### config.mk
export PLATFORM = sky130hd
export DESIGN_NAME = expression_token_scanner_top_flat
export DESIGN_NICKNAME = d
export VERILOG_FILES = /design/src/rtl/ets_pkg.sv /design/src/rtl/ets_if.sv /design/src/rtl/ets_scan.sv /design/src/rtl/ets_result_buf.sv /design/src/rtl/expression_token_scanner_top.sv /design/src/flat_wrapper.sv
export SDC_FILE = /design/constraint.sdc
export NUM_CORES = 1
export LEC_CHECK = 0
export BUFFER_PORTS_ARGS = -buffer_cell sky130_fd_sc_hd__buf_2
export CORE_MARGIN = 2
export CORE_UTILIZATION = 65
export CTS_CLUSTER_SIZE = 30
export DETAILED_ROUTE_END_ITERATION = 6
export PLACE_DENSITY = 0.85
export SLEW_MARGIN = 40
export SYNTH_ARGS = -nofsm -noshare
export SYNTH_HDL_FRONTEND = slang
export SYNTH_HIERARCHICAL = 1
export SYNTH_SLANG_ARGS = --single-unit
### constraint.sdc
create_clock -name clk -period 7.68 [get_ports clk]
set_input_delay 0.768 -clock clk [delete_from_list [all_inputs] [get_ports clk]]
set_output_delay 0.768 -clock clk [all_outputs]
set_load 0.01 [all_outputs]
### src/rtl/ets_pkg.sv
// ets_pkg: shared types, character constants and classification functions
// for the expression token scanner. No dependencies.
package ets_pkg;

    typedef enum logic [1:0] {
        SM_IDLE    = 2'd0,
        SM_SYMBOL  = 2'd1,
        SM_WORD    = 2'd2,
        SM_INTEGER = 2'd3
    } scan_mode_t;

    typedef enum logic [1:0] {
        KIND_BYTE  = 2'd0,
        KIND_END   = 2'd1,
        KIND_EOF   = 2'd2,
        KIND_ERROR = 2'd3
    } result_kind_t;

    typedef enum logic [1:0] {
        TT_SYMBOL  = 2'd0,
        TT_WORD    = 2'd1,
        TT_INTEGER = 2'd2,
        TT_NONE    = 2'd3
    } token_type_t;

    typedef enum logic [2:0] {
        CC_OTHER  = 3'd0,
        CC_SYMBOL = 3'd1,
        CC_LETTER = 3'd2,
        CC_DIGIT  = 3'd3,
        CC_SPACE  = 3'd4
    } char_class_t;

    localparam logic [0:0] MODE_TEXT = 1'b0;
    localparam logic [0:0] MODE_EOT  = 1'b1;

    localparam logic [7:0] CH_LT     = 8'h3C;
    localparam logic [7:0] CH_GT     = 8'h3E;
    localparam logic [7:0] CH_PLUS   = 8'h2B;
    localparam logic [7:0] CH_MINUS  = 8'h2D;
    localparam logic [7:0] CH_STAR   = 8'h2A;
    localparam logic [7:0] CH_SLASH  = 8'h2F;
    localparam logic [7:0] CH_LPAREN = 8'h28;
    localparam logic [7:0] CH_RPAREN = 8'h29;
    localparam logic [7:0] CH_EQ     = 8'h3D;
    localparam logic [7:0] CH_COLON  = 8'h3A;
    localparam logic [7:0] CH_BAR    = 8'h7C;
    localparam logic [7:0] CH_SEMI   = 8'h3B;
    localparam logic [7:0] CH_DOT    = 8'h2E;
    localparam logic [7:0] CH_UPPER_A = 8'h41;
    localparam logic [7:0] CH_UPPER_Z = 8'h5A;
    localparam logic [7:0] CH_LOWER_A = 8'h61;
    localparam logic [7:0] CH_LOWER_Z = 8'h7A;
    localparam logic [7:0] CH_ZERO   = 8'h30;
    localparam logic [7:0] CH_NINE   = 8'h39;
    localparam logic [7:0] CH_SPACE  = 8'h20;
    localparam logic [7:0] CH_TAB    = 8'h09;
    localparam logic [7:0] CH_LF     = 8'h0A;
    localparam logic [7:0] CH_CR     = 8'h0D;

    function automatic char_class_t char_class(input logic [7:0] c);
        char_class_t cls;
        cls = CC_OTHER;
        if (c == CH_LT || c == CH_GT || c == CH_PLUS || c == CH_MINUS ||
            c == CH_STAR || c == CH_SLASH || c == CH_LPAREN || c == CH_RPAREN ||
            c == CH_EQ || c == CH_COLON || c == CH_BAR || c == CH_SEMI ||
            c == CH_DOT)
            cls = CC_SYMBOL;
        else if ((c >= CH_UPPER_A && c <= CH_UPPER_Z) ||
                 (c >= CH_LOWER_A && c <= CH_LOWER_Z))
            cls = CC_LETTER;
        else if (c >= CH_ZERO && c <= CH_NINE)
            cls = CC_DIGIT;
        else if (c == CH_SPACE || c == CH_TAB || c == CH_LF || c == CH_CR)
            cls = CC_SPACE;
        return cls;
    endfunction

    // whether byte c extends a token open in scan mode m
    function automatic logic extends_token(input scan_mode_t m, input logic [7:0] c);
        logic ext;
        case (m)
            SM_SYMBOL:  ext = (c == CH_GT) || (c == CH_COLON);
            SM_WORD:    ext = (char_class(c) == CC_LETTER);
            SM_INTEGER: ext = (char_class(c) == CC_DIGIT);
            default:    ext = 1'b0;
        endcase
        return ext;
    endfunction

    function automatic token_type_t mode_type(input scan_mode_t m);
        token_type_t t;
        case (m)
            SM_SYMBOL:  t = TT_SYMBOL;
            SM_WORD:    t = TT_WORD;
            SM_INTEGER: t = TT_INTEGER;
            default:    t = TT_SYMBOL;
        endcase
        return t;
    endfunction

    function automatic scan_mode_t class_mode(input char_class_t cls);
        scan_mode_t m;
        case (cls)
            CC_SYMBOL: m = SM_SYMBOL;
            CC_LETTER: m = SM_WORD;
            CC_DIGIT:  m = SM_INTEGER;
            default:   m = SM_IDLE;
        endcase
        return m;
    endfunction

endpackage

### src/rtl/ets_if.sv
// ets_if: valid/ready channel interfaces for text input and token results.
// Depends on nothing; widths of the result channel follow its parameters.
interface ets_in_if;
    logic       valid;
    logic       ready;
    logic       mode;
    logic [7:0] byte_in;

    modport source (output valid, output mode, output byte_in, input ready);
    modport sink   (input valid, input mode, input byte_in, output ready);
endinterface

interface ets_out_if #(
    parameter int COUNT_BITS    = 16,
    parameter int POSITION_BITS = 24
);
    logic                     valid;
    logic                     ready;
    logic [1:0]               kind;
    logic [1:0]               token_type;
    logic [7:0]               token_byte;
    logic                     first_byte;
    logic [COUNT_BITS-1:0]    token_count;
    logic [POSITION_BITS-1:0] scan_start;
    logic                     last;

    modport source (output valid, output kind, output token_type, output token_byte,
                    output first_byte, output token_count, output scan_start,
                    output last, input ready);
    modport sink   (input valid, input kind, input token_type, input token_byte,
                    input first_byte, input token_count, input scan_start,
                    input last, output ready);
endinterface

### src/rtl/ets_scan.sv
// ets_scan: input register, scanner state and result generation.
// Depends on ets_pkg and ets_in_if; produces up to two results per item.
module ets_scan #(
    parameter int COUNT_BITS    = 16,
    parameter int POSITION_BITS = 24,
    localparam int RES_BITS     = 14 + COUNT_BITS + POSITION_BITS
) (
    input  logic                clk,
    input  logic                rst_n,
    ets_in_if.sink              text,
    input  logic [1:0]          free_slots,
    output logic [1:0]          push_cnt,
    output logic [RES_BITS-1:0] res0,
    output logic [RES_BITS-1:0] res1
);

    typedef struct packed {
        logic [1:0]               kind;
        logic [1:0]               token_type;
        logic [7:0]               token_byte;
        logic                     first_byte;
        logic [COUNT_BITS-1:0]    token_count;
        logic [POSITION_BITS-1:0] scan_start;
        logic                     last;
    } result_t;

    function automatic result_t make_res(
        input ets_pkg::result_kind_t  kind,
        input ets_pkg::token_type_t   ttype,
        input logic [7:0]             tbyte,
        input logic                   first,
        input logic [COUNT_BITS-1:0]  count,
        input logic [POSITION_BITS-1:0] start
    );
        result_t r;
        r.kind        = kind;
        r.token_type  = ttype;
        r.token_byte  = tbyte;
        r.first_byte  = first;
        r.token_count = count;
        r.scan_start  = start;
        r.last        = 1'b0;
        return r;
    endfunction

    localparam logic [COUNT_BITS-1:0]    CNT_MAX = {COUNT_BITS{1'b1}};
    localparam logic [POSITION_BITS-1:0] POS_MAX = {POSITION_BITS{1'b1}};

    // input register
    logic       s1_valid_reg;
    logic       s1_mode_reg;
    logic [7:0] s1_byte_reg;

    // scanner state
    ets_pkg::scan_mode_t      scan_mode_reg, scan_mode_next;
    logic                     halted_reg, halted_next;
    logic [POSITION_BITS-1:0] pos_reg, pos_next;
    logic [COUNT_BITS-1:0]    seen_reg, seen_next;
    logic [POSITION_BITS-1:0] start_reg, start_next;

    result_t    r0, r1;
    logic [1:0] n_res;
    logic       advance;

    ets_pkg::char_class_t     cls;
    ets_pkg::scan_mode_t      new_mode;
    logic                     closing;
    logic [COUNT_BITS-1:0]    seen_inc;
    logic [POSITION_BITS-1:0] pos_inc;
    result_t                  opener;
    logic                     has_opener;

    assign cls      = ets_pkg::char_class(s1_byte_reg);
    assign new_mode = ets_pkg::class_mode(cls);
    assign seen_inc = (seen_reg == CNT_MAX) ? seen_reg : seen_reg + 1'b1;
    assign pos_inc  = (pos_reg == POS_MAX) ? pos_reg : pos_reg + 1'b1;

    always_comb
    begin
        r0             = '0;
        r1             = '0;
        n_res          = 2'd0;
        scan_mode_next = scan_mode_reg;
        halted_next    = halted_reg;
        pos_next       = pos_reg;
        seen_next      = seen_reg;
        start_next     = start_reg;
        closing        = 1'b0;
        opener         = '0;
        has_opener     = 1'b0;

        if (s1_mode_reg == ets_pkg::MODE_EOT)
        begin
            if (!halted_reg)
            begin
                if (scan_mode_reg != ets_pkg::SM_IDLE)
                begin
                    r0 = make_res(ets_pkg::KIND_END, ets_pkg::mode_type(scan_mode_reg),
                                  8'd0, 1'b0, seen_reg, start_reg);
                    r1 = make_res(ets_pkg::KIND_EOF, ets_pkg::TT_SYMBOL,
                                  8'd0, 1'b0, seen_inc, pos_reg);
                    n_res = 2'd2;
                end
                else
                begin
                    r0 = make_res(ets_pkg::KIND_EOF, ets_pkg::TT_SYMBOL,
                                  8'd0, 1'b0, seen_reg, start_reg);
                    n_res = 2'd1;
                end
            end
            scan_mode_next = ets_pkg::SM_IDLE;
            halted_next    = 1'b0;
            pos_next       = '0;
            seen_next      = '0;
            start_next     = '0;
        end
        else if (!halted_reg)
        begin
            pos_next = pos_inc;
            if (ets_pkg::extends_token(scan_mode_reg, s1_byte_reg))
            begin
                r0 = make_res(ets_pkg::KIND_BYTE, ets_pkg::mode_type(scan_mode_reg),
                              s1_byte_reg, 1'b0, seen_reg, start_reg);
                n_res = 2'd1;
            end
            else
            begin
                closing = (scan_mode_reg != ets_pkg::SM_IDLE);
                if (closing)
                begin
                    r0 = make_res(ets_pkg::KIND_END, ets_pkg::mode_type(scan_mode_reg),
                                  8'd0, 1'b0, seen_reg, start_reg);
                    seen_next  = seen_inc;
                    start_next = pos_reg;
                end
                scan_mode_next = new_mode;
                // the byte that stopped a token is scanned afresh
                if (new_mode != ets_pkg::SM_IDLE)
                begin
                    opener = make_res(ets_pkg::KIND_BYTE, ets_pkg::mode_type(new_mode),
                                      s1_byte_reg, 1'b1, seen_next, start_next);
                    has_opener = 1'b1;
                end
                else if (cls != ets_pkg::CC_SPACE)
                begin
                    opener = make_res(ets_pkg::KIND_ERROR, ets_pkg::TT_SYMBOL,
                                      s1_byte_reg, 1'b0, seen_next, pos_reg);
                    has_opener  = 1'b1;
                    halted_next = 1'b1;
                end
                if (closing && has_opener)
                begin
                    r1    = opener;
                    n_res = 2'd2;
                end
                else if (closing)
                    n_res = 2'd1;
                else if (has_opener)
                begin
                    r0    = opener;
                    n_res = 2'd1;
                end
            end
        end

        case (n_res)
            2'd1:    r0.last = 1'b1;
            2'd2:    r1.last = 1'b1;
            default: ;
        endcase
    end

    assign advance    = s1_valid_reg && (n_res <= free_slots);
    assign text.ready = !s1_valid_reg || advance;
    assign push_cnt   = advance ? n_res : 2'd0;
    assign res0       = r0;
    assign res1       = r1;

    always_ff @(posedge clk or negedge rst_n)
    begin
        if (!rst_n)
            s1_valid_reg <= 1'b0;
        else if (text.ready)
            s1_valid_reg <= text.valid;
    end

    always_ff @(posedge clk)
    begin
        if (text.valid && text.ready)
        begin
            s1_mode_reg <= text.mode;
            s1_byte_reg <= text.byte_in;
        end
    end

    always_ff @(posedge clk or negedge rst_n)
    begin
        if (!rst_n)
        begin
            scan_mode_reg <= ets_pkg::SM_IDLE;
            halted_reg    <= 1'b0;
            pos_reg       <= '0;
            seen_reg      <= '0;
            start_reg     <= '0;
        end
        else if (advance)
        begin
            scan_mode_reg <= scan_mode_next;
            halted_reg    <= halted_next;
            pos_reg       <= pos_next;
            seen_reg      <= seen_next;
            start_reg     <= start_next;
        end
    end

endmodule

### src/rtl/ets_result_buf.sv
// ets_result_buf: two-entry result buffer that drives the token channel.
// Depends on ets_pkg conventions and ets_out_if; takes up to two results a cycle.
module ets_result_buf #(
    parameter int COUNT_BITS    = 16,
    parameter int POSITION_BITS = 24,
    localparam int RES_BITS     = 14 + COUNT_BITS + POSITION_BITS
) (
    input  logic                clk,
    input  logic                rst_n,
    input  logic [1:0]          push_cnt,
    input  logic [RES_BITS-1:0] res0,
    input  logic [RES_BITS-1:0] res1,
    output logic [1:0]          free_slots,
    ets_out_if.source           tokens
);

    typedef struct packed {
        logic [1:0]               kind;
        logic [1:0]               token_type;
        logic [7:0]               token_byte;
        logic                     first_byte;
        logic [COUNT_BITS-1:0]    token_count;
        logic [POSITION_BITS-1:0] scan_start;
        logic                     last;
    } result_t;

    logic [1:0] cnt_reg, cnt_next;
    result_t    q0_reg, q0_next;
    result_t    q1_reg, q1_next;
    logic       pop;
    logic [1:0] cnt_after;
    result_t    base0;

    assign pop        = tokens.valid && tokens.ready;
    assign cnt_after  = cnt_reg - {1'b0, pop};
    assign free_slots = 2'd2 - cnt_after;
    assign base0      = pop ? q1_reg : q0_reg;

    always_comb
    begin
        q0_next  = base0;
        q1_next  = q1_reg;
        cnt_next = cnt_after + push_cnt;
        case (cnt_after)
            2'd0:
            begin
                q0_next = result_t'(res0);
                q1_next = result_t'(res1);
            end
            2'd1:
            begin
                q1_next = result_t'(res0);
            end
            default: ;
        endcase
    end

    always_ff @(posedge clk or negedge rst_n)
    begin
        if (!rst_n)
            cnt_reg <= 2'd0;
        else
            cnt_reg <= cnt_next;
    end

    always_ff @(posedge clk)
    begin
        q0_reg <= q0_next;
        q1_reg <= q1_next;
    end

    assign tokens.valid       = (cnt_reg != 2'd0);
    assign tokens.kind        = q0_reg.kind;
    assign tokens.token_type  = q0_reg.token_type;
    assign tokens.token_byte  = q0_reg.token_byte;
    assign tokens.first_byte  = q0_reg.first_byte;
    assign tokens.token_count = q0_reg.token_count;
    assign tokens.scan_start  = q0_reg.scan_start;
    assign tokens.last        = q0_reg.last;

endmodule

### src/rtl/expression_token_scanner_top.sv
// expression_token_scanner_top: splits a byte stream into symbol, word and
// integer tokens. Depends on ets_pkg, ets_if, ets_scan and ets_result_buf.
//
//   channel   dir   handshake      payload
//   text      in    valid/ready    mode, byte_in
//   tokens    out   valid/ready    kind, token_type, token_byte, first_byte,
//                                  token_count, scan_start, last
//
// an item yields zero, one or two results and is taken only when the result
// buffer has room for all; tokens carries a single result per cycle while
// ready is high. results pass the input register, then the result buffer.
// rst_n clears the scanner state and empties both stages at once.
// a stall on tokens fills the two-entry buffer, then holds the input register.
module expression_token_scanner_top #(
    parameter int POSITION_BITS = 24,
    parameter int COUNT_BITS    = 16
) (
    input  logic      clk,
    input  logic      rst_n,
    ets_in_if.sink    text,
    ets_out_if.source tokens
);

    localparam int RES_BITS = 14 + COUNT_BITS + POSITION_BITS;

    logic [1:0]          free_slots;
    logic [1:0]          push_cnt;
    logic [RES_BITS-1:0] res0;
    logic [RES_BITS-1:0] res1;

    ets_scan #(
        .COUNT_BITS    (COUNT_BITS),
        .POSITION_BITS (POSITION_BITS)
    ) u_scan (
        .clk        (clk),
        .rst_n      (rst_n),
        .text       (text),
        .free_slots (free_slots),
        .push_cnt   (push_cnt),
        .res0       (res0),
        .res1       (res1)
    );

    ets_result_buf #(
        .COUNT_BITS    (COUNT_BITS),
        .POSITION_BITS (POSITION_BITS)
    ) u_result_buf (
        .clk        (clk),
        .rst_n      (rst_n),
        .push_cnt   (push_cnt),
        .res0       (res0),
        .res1       (res1),
        .free_slots (free_slots),
        .tokens     (tokens)
    );

endmodule
### src/flat_wrapper.sv
// flat-port wrapper written by rule: the top's interface ports become plain ports
module expression_token_scanner_top_flat 
#(
    parameter int POSITION_BITS = 24,
    parameter int COUNT_BITS    = 16
)
  (clk, rst_n, text_valid, text_mode, text_byte_in, text_ready, tokens_valid, tokens_kind, tokens_token_type, tokens_token_byte, tokens_first_byte, tokens_token_count, tokens_scan_start, tokens_last, tokens_ready);
  ets_in_if text_i ();
  ets_out_if #(.COUNT_BITS(COUNT_BITS), .POSITION_BITS(POSITION_BITS)) tokens_i ();
  input  logic clk;
  input  logic rst_n;
  input wire logic [$bits(text_i.valid)-1:0] text_valid;
  input wire logic [$bits(text_i.mode)-1:0] text_mode;
  input wire logic [$bits(text_i.byte_in)-1:0] text_byte_in;
  output wire logic [$bits(text_i.ready)-1:0] text_ready;
  output wire logic [$bits(tokens_i.valid)-1:0] tokens_valid;
  output wire logic [$bits(tokens_i.kind)-1:0] tokens_kind;
  output wire logic [$bits(tokens_i.token_type)-1:0] tokens_token_type;
  output wire logic [$bits(tokens_i.token_byte)-1:0] tokens_token_byte;
  output wire logic [$bits(tokens_i.first_byte)-1:0] tokens_first_byte;
  output wire logic [$bits(tokens_i.token_count)-1:0] tokens_token_count;
  output wire logic [$bits(tokens_i.scan_start)-1:0] tokens_scan_start;
  output wire logic [$bits(tokens_i.last)-1:0] tokens_last;
  input wire logic [$bits(tokens_i.ready)-1:0] tokens_ready;
  assign text_i.valid = text_valid;
  assign text_i.mode = text_mode;
  assign text_i.byte_in = text_byte_in;
  assign text_ready = text_i.ready;
  assign tokens_valid = tokens_i.valid;
  assign tokens_kind = tokens_i.kind;
  assign tokens_token_type = tokens_i.token_type;
  assign tokens_token_byte = tokens_i.token_byte;
  assign tokens_first_byte = tokens_i.first_byte;
  assign tokens_token_count = tokens_i.token_count;
  assign tokens_scan_start = tokens_i.scan_start;
  assign tokens_last = tokens_i.last;
  assign tokens_i.ready = tokens_ready;
  expression_token_scanner_top #(.POSITION_BITS(POSITION_BITS), .COUNT_BITS(COUNT_BITS)) u_core (.clk(clk), .rst_n(rst_n), .text(text_i), .tokens(tokens_i));
endmodule
==> results of run 1 <==
stage by stage:
stage / total power [mW] / cell area [µm²] / std cells / hold WS [ns] / utilization
after floorplan: 3.31 / 10300 / 926 / 0.472 / -
after global placement: 3.85 / 10700 / 1158 / 0.509 / 0.681
after detailed placement: 3.92 / 10700 / 1158 / 0.518 / 0.682
after CTS: 4.87 / 11300 / 1190 / 0.454 / 0.722
after global routing: 5.14 / 11300 / 1190 / 0.489 / 0.722
final: 4.88 / 11300 / 1190 / 0.427 / 0.722
metal layers:
layer  vias up  part of all wire  routed length, µm  global-route usage
met5         -                 0                  0                   0
met4         0             0.021                503               0.107
met3        45             0.084               2010              0.0525
met2       412              0.47              11300               0.468
met1      3774              0.42              10200               0.406
li1       3503                 -                  -                   -
cell type report:
cell class | instances | area, µm²
inverter | 46 | 173
tap | 216 | 270
multi-input combinational | 627 | 4570
clock buffer | 21 | 450
fill | 1051 | 4370
timing repair buffer | 82 | 449
sequential | 187 | 5270
clock inverter | 11 | 169
synth_stat cells (6+ instances only):
| cell | n |
|---|---|
| inv_1 | 44 |
| edfxtp_1 | 117 |
| nand3_1 | 51 |
| xnor2_1 | 9 |
| mux2_4 | 8 |
| or3_1 | 6 |
| a31oi_1 | 6 |
| nand2b_1 | 6 |
| buf_2 | 13 |
| nand4_1 | 17 |
| ha_1 | 8 |
| o211ai_1 | 24 |
| dfrtp_1 | 70 |
| nor2_1 | 60 |
| and3_1 | 29 |
| mux2_2 | 100 |
| and2_1 | 19 |
| clkbuf_1 | 39 |
| mux2i_1 | 7 |
| nor3_1 | 10 |
| buf_6 | 9 |
| o21ai_0 | 31 |
| xor2_1 | 18 |
| a22o_1 | 47 |
| nand2_1 | 63 |
| a21oi_1 | 34 |
power by group through the flow:
stage / clock network (mW) / registers (mW) / logic, mW
after floorplan: 0 / 1.82 / 1.49
after global placement: 0 / 1.79 / 2.06
after detailed placement: 0 / 1.80 / 2.12
after CTS: 0.945 / 1.79 / 2.14
after global routing: 0.983 / 1.83 / 2.32
final: 0.934 / 1.79 / 2.16
cells in the final DEF (no fill, tap or decap), drive strengths merged, types with 35 or more instances in the layout:
cell type / instances
a21oi: 35
a22o: 47
buf: 82
dfrtp: 70
edfxtp: 117
inv: 46
mux2: 108
nand2: 63
nand3: 51
nor2: 61
worst paths after layout:
kind                                               from                            to  slack [ns]  cells after the start
max                        u_core/u_scan/s1_byte_reg[2]                    text_ready        3.34                     12
min                                               rst_n   u_core/u_scan/start_reg[11]        0.43                      2
max reg2reg                u_core/u_scan/s1_byte_reg[2]     u_core/u_scan/pos_reg[12]        3.44                     16
min reg2reg                  u_core/u_scan/start_reg[9]    u_core/u_scan/start_reg[9]        0.54                      2
max in group asynchronous                         rst_n     u_core/u_scan/seen_reg[1]        6.79                      2
min in group clk                        text_byte_in[7]  u_core/u_scan/s1_byte_reg[7]        0.50                      1
critical path: stages (launching register included):
cell	delay [ns]
edfxtp_1	0.47
or2_2	0.38
nand4b_1	0.23
nand2_1	0.21
inv_2	0.13
ha_1	0.30
nor2_1	0.05
a22o_1	0.24
nand2b_1	0.17
ha_1	0.22
nand2b_1	0.18
a221o_1	0.37
buf_2	0.17
logic make-up (layout without fill, tap and decap cells):
kind of cell             after synthesis  count (layout)  synth area share
AO/OA/AOI/OAI                        187             187             0.133
XOR/XNOR                              28              28            0.0245
adder cells (fa/ha/maj)                8               8           0.00970
buffers and inverters                112             160            0.0491
flip-flops                           187             187             0.510
multiplexers                         115             115             0.128
AND/OR/NAND/NOR                      289             289             0.146
==> metrics.txt, run 1 <==
top cell type's share of synthesized area 0.340; final wirelength approximately 24000 µm; routed vias roughly 7700; setup TNS 0 ns; Yosys Warn Count 6; hpwl dp around 14000 µm; CP Class reg -> out; pin count of the biggest net entering global routing just over 70; nets@finish 982; Clock Path Buffers 2; FF+latch count, synth 187; Worst Setup Slack, final ~3.3 ns; vias per cell ~6.5; Largest register FFs 54; cts bufs inserted 17; Peak supply drop around 0.00029 V; H-Tree Depth 4; cell leakage power about 4.5 nW; Power Density roughly 430 mW/mm²; Max Cap Violations 0; Seq/Total Area, Yosys 0.510; CTS sink cnt around 190; worst-path maximum fanout 10; Post-CTS Setup Repair Bufs 0; top-level I/O count between 60 and 70; clock root buffer clkbuf_16; Area Growth Syn to Fin 9.88%; CTS tree yes; Clock Latency Late Sink between 0.4 and 0.5 ns; cell area after synthesis around 0.010 mm²; first-pass GRT wire length 38600 µm; ANT cells 0; crit share post-route 0.565; Worst EP arrival approximately 3.6 ns; CP Launch Type register; sequential share of power 0.366; Final Hold Vio Count 0; Rows 46; endpoint type of the worst setup path primary output; status finished clean; final setup vio count 0; Avg WL per Cell slightly above 20 µm; initial antenna violation count 0; total track usage 0.293; Post-Syn Nets 947; vias in the first global route ~7500; clk slew on worst S/H paths ~0.070 ns; Logic pwr share 0.443; CP required a little under 7 ns; slew margin rel. 0.457; ys async rst share 0.374; Slew @ Worst Pin 0.815 ns; DRT antenna net count 0; Post-synth EDFFs between 100 and 150; starting density of the core 0.657; Worst Skew approximately 0.0079 ns; top area cells in the synthesized netlist edfxtp_1 34%, dfrtp_1 17%, mux2_2 11%, a22o_1 4.0%, nand3_1 2.5%; I/O Buffers between 60 and 70; grt ovf 0; first-pass iteration count of the detailed router 6; Core ar. 0.0157 mm²; DIE AREA between 0.015 and 0.02 mm²; DRC 0; Tmin final between 4 and 5 ns; Post-Place Worst Slack 3.65 ns; gpl congestion around 0.91; RSZ-0062 raised after global routing no; post-synth cell types 74; Fmax achieved between 200 and 250 MHz; DRT iter0 DRCs approximately 940; Min-Delay Path Class in -> async; Max Slew Vio Count 0; Psw 1.97 mW; cell taking the most area after synthesis edfxtp_1; Die Wd 130 µm; Clk network pwr share 0.191; Internal Pwr Total ~2.9 mW; Sw Share 0.403; share of cells above drive strength 1 0.254; Post-Synthesis Cells approximately 930; Hold Buf Count CTS 0; syn avg cell area 11.1 µm²; CTS resizes 0; dominant synthesized flop cell edfxtp_1; Vert. Die Dim about 130 µm
No activity file was read; power rests on OpenSTA's default activity.
==> run 2: changes to the inputs <==
CORE_UTILIZATION = 61   (was 65)
PLACE_DENSITY = 0.8   (was 0.85)
clock period = 4.1 ns   (was 7.68 ns; I/O delays follow)
==> run 2 against run 1 <==
Effect of this change:
- sequential share of layout area fell by 0.79 points
- final cell count grew 2.3%
- non-clock buffer count grew 23
- combinational power up 100%
- sequential power is 84% higher
- clock power is 83% higher
- total power is 92% higher
- global-route usage down 1.6 points
- first-iteration DRC count fell by 18%
- largest power group unchanged
==> metrics.txt, run 2 (synthesis gave the netlist of run 1 again) <==
status finished clean; commonest non-fill, non-tap cell in the layout edfxtp_1; Slew @ Worst Pin 0.637 ns (-0.177 ns); CP Class reg -> out; Core ar. 0.0166 mm² (+5.5%); Rows 47 (+2.2%); Min-Delay Path Class in -> reg; final cell count without fillers 1217 (+2.3%); nets@finish 1005 (+2.3%); first-pass iteration count of the detailed router 6 (unchanged); share of cells above drive strength 1 0.267 (+0.0132); Fillers 1255 (+19%); hpwl dp 15400 µm (+7.3%); top-level I/O count 69 (unchanged); worst-path maximum fanout 3 (-7); H-Tree Depth 4 (unchanged); Largest register FFs 54 (unchanged); Area Growth Syn to Fin 11.8%; vias in the first global route 7487 (+0.43%); vias per cell 6.29 (-3.1%); Fmax achieved 272 MHz; slew margin rel. 0.572 (+0.115); final setup vio count 0 (unchanged); RSZ-0062 raised after global routing no; ANT cells 0 (unchanged); pin count of the biggest net entering global routing 55 (-23%); I/O Buffers 68 (unchanged); DRT iter0 DRCs 775 (-18%); Worst EP arrival 3.27 ns (-0.30 ns); sequential share of power 0.353 (-0.013); endpoint type of the worst setup path primary output; DRC 0 (unchanged); r2r worst-path depth 16 (unchanged); setup TNS 0 ns (unchanged); cell leakage power 4.65 nW (+2.5%); starting density of the core 0.623 (-0.0345); Hold Crit Start text_byte_in[7]; hold path cells 1; end of the worst hold path u_core/u_scan/s1_byte_reg[7]; total track usage 0.277 (-0.0160); grt ovf 0 (unchanged); reg2reg end u_core/u_scan/seen_reg[9]; clk slew on worst S/H paths 0.07 ns (about the same); CTS tree yes; CP Launch Type register; Sw Share 0.403 (about the same); final wirelength 23600 µm (-1.2%); CTS sink cnt 187 (unchanged); Psw 3.77 mW (+92%); gpl congestion 0.882 (-2.6%); Logic pwr share 0.465 (+0.022); Cells after DPL 1184 (+2.2%); Final Hold Vio Count 0 (unchanged); Clock Latency Late Sink 0.44 ns (about the same); routed vias 7661 (-0.94%); DIE AREA 0.0180 mm² (+6.4%); Clk network pwr share 0.183 (-0.008); Power Density 811 mW/mm² (+88%); crit share post-route 0.896; cts bufs inserted 17 (unchanged); Worst Setup Slack, final 0.425 ns (-2.92 ns); Tmin final between 3 and 4 ns; Internal Pwr Total 5.59 mW (+92%); Max Cap Violations 0 (unchanged); CP required 3.69 ns (-3.22 ns); clock root buffer clkbuf_16; Max Slew Vio Count 0 (unchanged); first-pass GRT wire length 39300 µm (+1.8%); reg-to-reg setup timing slack 0.43 ns (-3.01 ns); Peak supply drop 0.000611 V (+110%); RR Startpoint u_core/u_result_buf/cnt_reg[1]; DRT antenna net count 0 (unchanged); Avg WL per Cell 19.4 µm (-3.4%); Vert. Die Dim 134 µm (+3.1%); Post-Place Worst Slack 0.363 ns (-3.29 ns); initial antenna violation count 0 (unchanged); Worst Skew 0.00946 ns (+0.00159 ns); most frequent cells in the layout 117 x edfxtp_1, 100 x mux2_2, 70 x dfrtp_1; Die Wd 134 µm (+3.1%); Clock Path Buffers 2 (unchanged)
[run 2: cell types whose count changed in the layout (fill, tap and decap cells not counted), sizes merged]
cell and delta:
inv +2, dlygate4sd3 +1, bufinv -1, buf +22, clkbuf -1
[run 2: power groups by stage]
stage / clock network (mW) / registers [mW] / logic (mW)
floorplan: 0 / 3.41 / 2.79
global placement: 0 / 3.30 / 4.19
detailed placement: 0 / 3.34 / 4.29
CTS: 1.73 / 3.31 / 4.31
global route: 1.81 / 3.37 / 4.69
finish: 1.71 / 3.30 / 4.35
[run 2: metal layers]
metal,global-route usage,part of all wire,routed length [µm]
met5,0,0,0
met4,0.0977,0.022,522
met3,0.0525,0.070,1670
met2,0.423,0.46,10900
met1,0.401,0.45,10600
[run 2: worst max path at each step]
stage	startpoint	end	slack, ns	cells past startpoint
finish	u_core/u_result_buf/cnt_reg[1]	text_ready	0.42	12
detailed placement	u_core/u_scan/s1_byte_reg[2]	u_core/u_scan/seen_reg[1]	0.36	16
floorplan	u_core/u_scan/scan_mode_reg[0]	u_core/u_scan/pos_reg[20]	0.24	17
global placement	u_core/u_scan/s1_byte_reg[4]	u_core/u_scan/seen_reg[9]	0.32	16
CTS	u_core/u_scan/s1_byte_reg[2]	u_core/u_scan/seen_reg[0]	0.28	16
global route	u_core/u_scan/s1_byte_reg[1]	u_core/u_scan/seen_reg[9]	0.13	16
[run 2: area by class of cell]
cell class	count	area (µm²)	area share
well taps	220	275	0.0239
clock inverters	12	163	0.0141
inverters	46	173	0.0150
clock buffers	20	447	0.0387
multi-input cells	627	4570	0.396
repair buffers	105	648	0.0562
flip-flops and latches	187	5270	0.456
[run 2: timing repair]
item / CTS / global route
endpoints found under the setup margin: 0 / 2
setup buffers: 0 / 0
endpoints found under the hold margin: 41 / 0
gates resized for setup: 0 / 1
hold buffers: 1 / 0
[run 2: worst max-delay path, cell delays in order, from the launching register on]
cell and delay [ns]:
dfrtp_1 0.40, or2_2 0.31, and2_1 0.18, ha_1 0.21, xor2_2 0.26, inv_1 0.09
ha_2 0.27, inv_1 0.05, inv_1 0.03, ha_1 0.29, nand2b_1 0.12, a221o_1 0.42
buf_2 0.18
[run 2: per-stage QoR]
stage	util	instance area [µm²]	total power [mW]	hold WS [ns]
after floorplan	-	10300	6.20	0.114
final	0.696	11500	9.36	0.146
after global placement	0.657	10900	7.50	0.507
after CTS	0.696	11500	9.34	0.136
after detailed placement	0.658	10900	7.62	0.443
after global routing	0.696	11500	9.87	0.132
==> run 3: changes to the inputs <==
BUFFER_PORTS_ARGS = -buffer_cell sky130_fd_sc_hd__clkbuf_2   (was -buffer_cell sky130_fd_sc_hd__buf_2)
==> run 3 against run 2 <==
Effect of this change:
- die area did not move
- first-iteration DRC count is 8.5% lower
- total power down 1.2%
- combinational power about the same
- sequential share of layout area is 0.15 points higher
- setup slack got worse by 0.070 ns
- utilization fell by 0.23 points
- clock skew decreased by 0.0019 ns
- hold slack gained 0.0057 ns
==> metrics.txt, run 3 (synthesis gave the netlist of run 1 again) <==
status finished clean; pin count of the biggest net entering global routing 55 (unchanged); first-pass iteration count of the detailed router 5 (-1); Worst EP arrival 4.09 ns (+0.82 ns); Rows 47 (unchanged); final setup vio count 0 (unchanged); Fillers 1286 (+2.5%); Clk network pwr share 0.170 (-0.013); Clock Path Buffers 2 (unchanged); Power Density 804 mW/mm² (-0.84%); H-Tree Depth 4 (unchanged); cell leakage power 4.65 nW (about the same); CP Class reg -> reg; slew margin rel. 0.551 (-0.0211); Cells after DPL 1186 (+0.17%); CP Launch Type register; Hold Crit Start text_byte_in[4]; routed vias 7689 (+0.37%); Psw 3.78 mW (+0.11%); clock root buffer clkbuf_16; endpoint type of the worst setup path register; Largest register FFs 54 (unchanged); vias in the first global route 7548 (+0.81%); CP required 4.45 ns (+0.76 ns); most frequent cells in the layout 117 x edfxtp_1, 100 x mux2_2, 70 x dfrtp_1; hold path cells 1 (unchanged); area of the multi-input gates 0.00457 mm² (unchanged); DRT antenna net count 0 (unchanged); Area Growth Syn to Fin 11.4%; Vert. Die Dim 134 µm (unchanged); CTS sink cnt 187 (unchanged); Critical Path Max Stage Delay 0.55 ns (+0.13 ns); slowest CP cell edfxtp_1; initial antenna violation count 0 (unchanged); Avg WL per Cell 19.4 µm (-0.16%); critical path depth 13 (+1); Tmin final 3.75 ns (+0.0703 ns); crit share post-route 0.914 (+0.0171); Min-Delay Path Class in -> reg; sequential share of power 0.358 (+0.005); I/O Buffers 68 (unchanged); CP cell instances or3_4 > o22ai_1 > o32a_1 > a22o_1 > nand2b_1 > ha_1 > and3_1 > a21oi_2 > buf_4 > a21o_1 > buf_4 > a21oi_1 > o21ai_0; hpwl dp 15800 µm (+2.4%); top-level I/O count 69 (unchanged); M3 GR Usage 0.0529 (+0.000378); final wirelength 23600 µm (about the same); r2r worst-path depth 13 (-3); Final Hold Vio Count 0 (unchanged); Post-Place Worst Slack 0.269 ns (-0.0938 ns); RR Startpoint u_core/u_scan/s1_byte_reg[0]; clk slew on worst S/H paths 0.06 ns (about the same); Worst Skew 0.00757 ns (-0.00190 ns); GR Util met1 0.392 (-0.00849); GRT busiest layer met2; final cell count without fillers 1219 (+0.16%); WP buf/inv 2 (-2); Core ar. 0.0166 mm² (unchanged); vias per cell 6.31 (+0.20%); met2 GRT Util 0.440 (+0.0168); Die Wd 134 µm (unchanged); DRT iter0 DRCs 709 (-8.5%); reg2reg end u_core/u_scan/seen_reg[1]; Crit path max-delay family compound AO/OA/AOI/OAI gates; cts bufs inserted 17 (unchanged); gpl congestion 0.876 (-0.71%); Max Cap Violations 0 (unchanged); Clock Latency Late Sink 0.44 ns (about the same); Max Slew Vio Count 0 (unchanged); Logic pwr share 0.471 (+0.006); Internal Pwr Total 5.47 mW (-2.0%); Sw Share 0.408 (+0.00521); FF/Latch Area 0.00527 mm² (unchanged); total track usage 0.278 (+0.000686); commonest non-fill, non-tap cell in the layout edfxtp_1; most used cell, CP buf_4; end of the worst hold path u_core/u_scan/s1_byte_reg[4]; Post-CTS Setup Repair Bufs 0 (unchanged); nets@finish 1007 (+0.20%); worst-path maximum fanout 30 (+27); ANT cells 0 (unchanged); Worst Setup Slack, final 0.354 ns (-0.0703 ns); Peak supply drop 0.000554 V (-9.4%); DIE AREA 0.0180 mm² (unchanged); grt ovf 0 (unchanged); first-pass GRT wire length 39400 µm (+0.30%); Fmax achieved 267 MHz (-1.9%); share of cells above drive strength 1 0.268 (+0.00147); DRC 0 (unchanged); starting density of the core 0.623 (unchanged); setup TNS 0 ns (unchanged); Slew @ Worst Pin 0.669 ns (+0.0315 ns); RSZ-0062 raised after global routing no; CTS tree yes; reg-to-reg setup timing slack 0.35 ns (-0.08 ns)
run 3: power groups by stage:
stage	logic (mW)	clock network (mW)	registers, mW
floorplan	2.79	0	3.41
global placement	4.20	0	3.31
detailed placement	4.31	0	3.35
CTS	4.34	1.60	3.32
global route	4.71	1.66	3.39
finish	4.36	1.57	3.32
run 3: worst register-to-register path, cell delays in order, from the launching register on:
cell and delay, ns:
edfxtp_1 0.55, or3_4 0.48, o22ai_1 0.27, o32a_1 0.28
a22o_1 0.18, nand2b_1 0.14, ha_1 0.24, and3_1 0.22
a21oi_2 0.31, buf_4 0.25, a21o_1 0.10, buf_4 0.36
a21oi_1 0.11, o21ai_0 0.18
run 3: area by class of cell:
cell class                 count  share of cell area
sequential                   187               0.458
timing repair buffer         107              0.0577
clock buffer                  24              0.0437
tap                          220              0.0239
inverter                      46              0.0150
clock inverter                 8             0.00468
multi-input combinational    627               0.397
run 3: how the worst max path moves through the flow:
stage,startpoint,endpoint,slack [ns]
floorplan,u_core/u_scan/scan_mode_reg[0],u_core/u_scan/pos_reg[20],0.24
global placement,u_core/u_scan/s1_byte_reg[4],u_core/u_scan/seen_reg[9],0.33
detailed placement,u_core/u_scan/s1_byte_reg[2],u_core/u_scan/seen_reg[1],0.27
CTS,u_core/u_scan/s1_byte_reg[2],u_core/u_scan/seen_reg[1],0.19
global route,u_core/u_scan/s1_byte_reg[3],u_core/u_scan/seen_reg[9],0.02
finish,u_core/u_scan/s1_byte_reg[0],u_core/u_scan/seen_reg[1],0.35
run 3: per-layer routing:
metal,share of wire,vias to the layer above
li1,-,3568
met1,0.45,3748
met3,0.070,37
met5,0,-
met4,0.015,0
met2,0.47,336
run 3: through the flow:
| step | cell area [µm²] | power (mW) | utilization | hold slack, ns |
|---|---|---|---|---|
| 2_1_floorplan | 10300 | 6.20 | - | 0.114 |
| 3_3_place_gp | 10900 | 7.51 | 0.658 | 0.511 |
| 3_5_place_dp | 10900 | 7.66 | 0.659 | 0.445 |
| 4_1_cts | 11500 | 9.26 | 0.693 | 0.138 |
| 5_1_grt | 11500 | 9.77 | 0.694 | 0.139 |
| 6_report | 11500 | 9.25 | 0.694 | 0.152 |
run 3: repair_timing:
item | in CTS | in global routing
endpoints found under the setup margin | 0 | 31
resized for setup | 0 | 1
hold endpoints to repair | 41 | 0
hold buffers | 1 | 0
